### config.mk
export PLATFORM = sky130hd
export DESIGN_NAME = trial_division_prime_test_top
export DESIGN_NICKNAME = d
export VERILOG_FILES = /design/src/design/tdpt_pkg.sv /design/src/design/tdpt_rem_unit.sv /design/src/design/trial_division_prime_test_top.sv
export SDC_FILE = /design/constraint.sdc
export NUM_CORES = 1
export LEC_CHECK = 0
export ABC_AREA = 1
export BUFFER_PORTS_ARGS = -buffer_cell sky130_fd_sc_hd__buf_2
export CAP_MARGIN = 5
export CORE_MARGIN = 5
export CORE_UTILIZATION = 46
export DETAILED_ROUTE_END_ITERATION = 10
export PLACE_DENSITY = 0.66
export RECOVER_POWER = 25
export SLEW_MARGIN = 40
export SYNTH_ARGS = -nofsm -noshare
export SYNTH_HDL_FRONTEND = slang
export SYNTH_SLANG_ARGS = --single-unit
### constraint.sdc
create_clock -name i_clk -period 7.22 [get_ports i_clk]
set_input_delay 1.444 -clock i_clk [delete_from_list [all_inputs] [get_ports i_clk]]
set_output_delay 1.444 -clock i_clk [all_outputs]
set_load 0.05 [all_outputs]
### src/design/tdpt_pkg.sv
package tdpt_pkg;

    // default operand width
    localparam int DEFAULT_WORD_BITS = 32;

    // smallest trial divisor, also the smallest prime
    localparam int FIRST_DIVISOR = 2;

    // sequencer states
    typedef enum logic [1:0] {
        S_IDLE,
        S_BOUND,
        S_DIV
    } t_state;

    // width of the trial divisor: one bit more than the square root of the largest operand needs
    function automatic int divisor_bits(input int word_bits);
        return (word_bits + 1) / 2 + 1;
    endfunction

endpackage

### src/design/tdpt_rem_unit.sv
module tdpt_rem_unit #(
    parameter int WORD_BITS = tdpt_pkg::DEFAULT_WORD_BITS
) (
    input  logic                                         i_clk,
    input  logic                                         i_rst_n,
    input  logic                                         i_start,
    input  logic [WORD_BITS-1:0]                         i_dividend,
    input  logic [tdpt_pkg::divisor_bits(WORD_BITS)-1:0] i_divisor,
    output logic                                         o_done,
    output logic [tdpt_pkg::divisor_bits(WORD_BITS)-1:0] o_rem
);

    localparam int D_BITS   = tdpt_pkg::divisor_bits(WORD_BITS);
    localparam int CNT_BITS = $clog2(WORD_BITS + 1);

    logic [CNT_BITS-1:0]  r_cnt;
    logic [CNT_BITS-1:0]  n_cnt;
    logic                 r_done;
    logic                 n_done;
    logic [WORD_BITS-1:0] r_quo;
    logic [WORD_BITS-1:0] n_quo;
    logic [D_BITS-1:0]    r_rem;
    logic [D_BITS-1:0]    n_rem;
    logic [D_BITS:0]      trial;
    logic [D_BITS:0]      diff;

    // one restoring step: shift in the next dividend bit, subtract if it fits
    assign trial = {r_rem, r_quo[WORD_BITS-1]};
    assign diff  = trial - {1'b0, i_divisor};

    always_comb begin
        n_cnt  = r_cnt;
        n_quo  = r_quo;
        n_rem  = r_rem;
        n_done = 1'b0;
        if (i_start) begin
            n_cnt = CNT_BITS'(WORD_BITS);
            n_quo = i_dividend;
            n_rem = '0;
        end else if (r_cnt != '0) begin
            n_cnt  = r_cnt - CNT_BITS'(1);
            n_quo  = {r_quo[WORD_BITS-2:0], 1'b0};
            n_done = (r_cnt == CNT_BITS'(1));
            if (trial >= {1'b0, i_divisor}) begin
                n_rem = diff[D_BITS-1:0];
            end else begin
                n_rem = trial[D_BITS-1:0];
            end
        end
    end

    // control state
    always_ff @(posedge i_clk) begin
        if (!i_rst_n) begin
            r_cnt  <= '0;
            r_done <= 1'b0;
        end else begin
            r_cnt  <= n_cnt;
            r_done <= n_done;
        end
    end

    // datapath
    always_ff @(posedge i_clk) begin
        r_quo <= n_quo;
        r_rem <= n_rem;
    end

    assign o_done = r_done;
    assign o_rem  = r_rem;

endmodule

### src/design/trial_division_prime_test_top.sv
// Trial-division primality test.
// Input: raise start with i_candidate_value while busy is low; the transaction
// is taken at that clock edge and busy stays high until the answer is out.
// Output: o_done is high for exactly one cycle with o_is_prime valid in the
// same cycle; the receiver cannot hold it off and must take it then.
// Divisors 2, 3, 4, ... are tried while the divisor squared is at most the
// value; a zero remainder ends the test with not prime. Zero and one are
// reported as not prime.
// Timing: each trial divisor takes a bound check in S_BOUND and then a pass
// through the bit-serial remainder unit (one dividend bit per cycle) in S_DIV.
// One transaction at a time.
// Reset: clears the sequencer and the strobe; the block is idle afterward and
// no result is produced for a transaction cut short by reset.
module trial_division_prime_test_top #(
    parameter int WORD_BITS = tdpt_pkg::DEFAULT_WORD_BITS
) (
    input  logic                 i_clk,
    input  logic                 i_rst_n,
    input  logic                 start,
    output logic                 busy,
    input  logic [WORD_BITS-1:0] i_candidate_value,
    output logic                 o_done,
    output logic                 o_is_prime
);

    localparam int D_BITS = tdpt_pkg::divisor_bits(WORD_BITS);

    tdpt_pkg::t_state r_state;
    tdpt_pkg::t_state n_state;

    logic [WORD_BITS-1:0] r_n;
    logic [WORD_BITS-1:0] n_n;
    logic [D_BITS-1:0]    r_d;
    logic [D_BITS-1:0]    n_d;
    logic [WORD_BITS:0]   r_sq;
    logic [WORD_BITS:0]   n_sq;
    logic                 r_done;
    logic                 n_done;
    logic                 r_is_prime;
    logic                 n_is_prime;

    logic                 div_start;
    logic                 div_done;
    logic [D_BITS-1:0]    div_rem;
    logic [WORD_BITS:0]   sq_step;

    // remainder unit shared by all trial divisors
    tdpt_rem_unit #(
        .WORD_BITS (WORD_BITS)
    ) u_rem (
        .i_clk      (i_clk),
        .i_rst_n    (i_rst_n),
        .i_start    (div_start),
        .i_dividend (r_n),
        .i_divisor  (r_d),
        .o_done     (div_done),
        .o_rem      (div_rem)
    );

    // (d + 1)^2 = d^2 + 2d + 1
    assign sq_step = r_sq + (WORD_BITS + 1)'({r_d, 1'b1});

    // sequencer
    always_comb begin
        n_state    = r_state;
        n_n        = r_n;
        n_d        = r_d;
        n_sq       = r_sq;
        n_done     = 1'b0;
        n_is_prime = r_is_prime;
        div_start  = 1'b0;
        unique case (r_state)
            tdpt_pkg::S_IDLE: begin
                if (start) begin
                    n_n     = i_candidate_value;
                    n_d     = D_BITS'(tdpt_pkg::FIRST_DIVISOR);
                    n_sq    = (WORD_BITS + 1)'(tdpt_pkg::FIRST_DIVISOR
                                               * tdpt_pkg::FIRST_DIVISOR);
                    n_state = tdpt_pkg::S_BOUND;
                end
            end
            tdpt_pkg::S_BOUND: begin
                if (r_n < WORD_BITS'(tdpt_pkg::FIRST_DIVISOR)) begin
                    n_done     = 1'b1;
                    n_is_prime = 1'b0;
                    n_state    = tdpt_pkg::S_IDLE;
                end else if (r_sq > {1'b0, r_n}) begin
                    n_done     = 1'b1;
                    n_is_prime = 1'b1;
                    n_state    = tdpt_pkg::S_IDLE;
                end else begin
                    div_start = 1'b1;
                    n_state   = tdpt_pkg::S_DIV;
                end
            end
            tdpt_pkg::S_DIV: begin
                if (div_done) begin
                    if (div_rem == '0) begin
                        n_done     = 1'b1;
                        n_is_prime = 1'b0;
                        n_state    = tdpt_pkg::S_IDLE;
                    end else begin
                        n_d     = r_d + D_BITS'(1);
                        n_sq    = sq_step;
                        n_state = tdpt_pkg::S_BOUND;
                    end
                end
            end
            default: begin
                n_state = tdpt_pkg::S_IDLE;
            end
        endcase
    end

    // control state
    always_ff @(posedge i_clk) begin
        if (!i_rst_n) begin
            r_state <= tdpt_pkg::S_IDLE;
            r_done  <= 1'b0;
        end else begin
            r_state <= n_state;
            r_done  <= n_done;
        end
    end

    // operand, divisor, square and result
    always_ff @(posedge i_clk) begin
        r_n        <= n_n;
        r_d        <= n_d;
        r_sq       <= n_sq;
        r_is_prime <= n_is_prime;
    end

    assign busy       = (r_state != tdpt_pkg::S_IDLE);
    assign o_done     = r_done;
    assign o_is_prime = r_is_prime;

endmodule
==> flow_summary_export.csv <==
group,metric,value,unit
clocking,cts_resized,0,
clocking,post_cts_buffers,0,
clocking,cts_root_buffer,"clkbuf_16",
sta,clock_skew,0.0119,ns
outcome,violations,"capacitance limit, slew limit",
yosys,netlist_instances,1111,
setup_path,worst_ep_arrival_time,3.34,ns
yosys,synth_area,0.00907,mm2
grt,busiest_layer,"met2",
setup_path,start_kind,"flop",
sta,setup_viol,0,
grt,grt_antenna_before_repair,0,
die,die_w,150,um
routing,vias,7425,
yosys,yosysMostFrequentCell,"nand2_1",
yosys,synthTopCellsByArea,"edfxtp_1, nand2_1, ha_1",
finish,area_growth,11.4,%
worst_hold_path,hold_class,"flop to flop",
routing,antenna_left,0,
clocking,cts_max_level,4,
pwr,p_per_area,448,mW/mm2
yosys,synth.top_cell.area_share,38.1,%
setup_path,worst-r2r-cell-count,11,
setup_path,worst-r2r-setup-slack,3.95,ns
die,ios,38,
sta,fmax,306,MHz
grt,grtUsageMet1,26.7,%
sta,fin_crit_sh,45.3,%
sta,rsz0062_at_grt,"no",
routing,routed_via_density,5.20,
grt,grtUsageMet2,31.8,%
finish,final_area,0.0101,mm2
routing,drt-initial-drc-count,562,
setup_path,critical_path.endpoint_type,"flop",
setup_path,reg2reg_to,"u_rem.r_quo[30]",
die,die_y,150,um
grt,grt_overflow,0,
grt,grt_usage,19.6,%
place,place_congestion,0.887,
yosys,yosysUniqueCellTypes,43,
yosys,async_flop_share,0,%
routing,drt_pass1_iterations,6,
grt,grt_first_pass_wirelength,34900,um
worst_hold_path,min_to,"u_rem.r_cnt[0]",
worst_hold_path,holdPathStages,2,
finish,antennaDiodeCount,0,
clocking,clkTransAtPathRegs,0.06,ns
clocking,cts_tree,"yes",
yosys,synth_edf_count,115,
clocking,insertion_delay,0.44,ns
clocking,cts_buffers,17,
sta,fin_ws,3.95,ns
setup_path,crit_type,"flop to flop",
place,post-dp-hpwl,15200,um
pwr,power_leakage,4.51,nW
place,post-place-ws,3.98,ns
setup_path,r2r_start,"r_sq[28]",
setup_path,cp_max_fo,85,
yosys,synth_top_area_cell,"edfxtp_1",
yosys,ys_seq_area_share,44.0,%
yosys,postSynthAreaPerCell,8.16,um2
pwr,ir_worst_vdd,317,uV
place,placed_cell_area,0.00951,mm2
routing,post_drt_wl_per_cell,14.8,um
finish,post-route-util,51.9,%
yosys,ys_warn_count,0,
grt,grt_max_degree,86,
yosys,synth_ff_type,"edfxtp_1",
yosys,syn_nets,1222,
routing,drc,0,
grt,grtUsageMet3,3.97,%
finish,drive_gt1_share,9.88,%
yosys,ys_ff_latch,142,
die,placementRows,51,
setup_path,critPathRequiredTime,7.30,ns
clocking,ctsHoldBuffers,0,
routing,wirelength,21100,um
sta,final_max_slew_viol_count,74,
die,core_area,0.0195,mm2
sta,tightestPinTransition,1.86,ns
yosys,yosys-top-cells-count,"nand2_1, inv_1, edfxtp_1",
finish,layout.nets,1262,
place,io_buffers,37,
sta,hold_violations,0,
die,start_util,46.6,%
worst_hold_path,hold_start,"u_rem.r_cnt[0]",
finish,fillers,1813,
sta,fin_crit,3.27,ns
sta,relSlewSlack,-23.7,%
grt,grt_pass1_vias,7082,
clocking,cts_sinks,142,
clocking,clock_path_buffers,2,
outcome,status,"finished with violations",
flow_run,maxCapViolCount,2,
sta,fin_tns_setup,0,ns
die,dieArea,0.0226,mm2
[flip-flops by register name (all words and copies together), names as in the netlist]
name          cells
o_done            1
o_is_prime        1
r_d              17
r_n              32
r_sq             33
r_state           2
u_rem.o_done      1
u_rem.o_rem      17
u_rem.r_cnt       6
u_rem.r_quo      32
[worst max-delay path: stages, from the launching register on]
cell	delay, ns
edfxtp_1	0.45
ha_1	0.34
nand2_1	0.06
clkinv_1	0.05
nand3_1	0.13
nor4_1	0.62
nand3_1	0.15
nand2_1	0.16
nand3_2	0.08
buf_6	0.29
nand2_1	0.12
buf_4	0.39
[cell type report]
type	count	area, um2	share of cell area (%)
Multi-Input combinational cell	802	4410	43.7
Sequential cell	142	3990	39.5
Inverter	146	551	5.45
Clock buffer	19	433	4.28
Tap cell	265	332	3.28
Timing Repair Buffer	42	221	2.19
Clock inverter	13	163	1.61
[how the worst max path moves through the flow]
stage	end	from	depth (start not counted)	slack [ns]
6_report	u_rem.r_quo[30]	r_sq[28]	11	3.95
4_1_cts	u_rem.r_quo[30]	r_sq[28]	11	3.97
3_3_place_gp	u_rem.r_quo[31]	r_sq[28]	11	4.01
5_1_grt	u_rem.r_quo[30]	r_sq[28]	11	3.78
2_1_floorplan	r_d[0]	start	3	4.11
3_5_place_dp	u_rem.r_quo[30]	r_sq[28]	11	3.98
[logic make-up after synthesis]
family	count (synthesis)	synth area share, %
adder cells (fa/ha/maj)	76	10.6
AO/OA/AOI/OAI	200	12.0
XOR/XNOR	10	0.966
flip-flops	142	44.0
AND/OR/NAND/NOR	516	25.0
buffers and inverters	167	7.38
[per-stage QoR]
stage	hold WS, ns	power, mW	instances
after floorplan	0.470	3.12	1111
after global placement	0.498	3.57	1396
after detailed placement	0.499	3.60	1396
after CTS	0.507	4.53	1428
after global routing	0.551	4.96	1429
final	0.500	4.53	1429
[power breakdown]
part | internal, mW | total, mW | switching [mW] | leakage [nW]
Sequential | 1.27 | 1.47 | 0.197 | 1.38
Combinational | 0.739 | 2.16 | 1.42 | 2.85
Clock | 0.545 | 0.904 | 0.359 | 0.286
[placed cells by master (no fill, tap or decap), drive strengths merged, types with 26 or more instances in the layout]
cell type,count
nand2,285
inv,148
edfxtp,115
nor2,92
a21oi,87
o21ai,87
ha,74
nand3,70
buf,39
dfxtp,27
nor3,26
[routing by layer]
| layer | vias up | routed length, um |
|---|---|---|
| met5 | - | 0 |
| met3 | 23 | 1120 |
| met2 | 152 | 9760 |
| li1 | 3857 | - |
| met1 | 3393 | 9960 |
| met4 | 0 | 285 |
No activity file was read; power rests on OpenSTA's default activity.
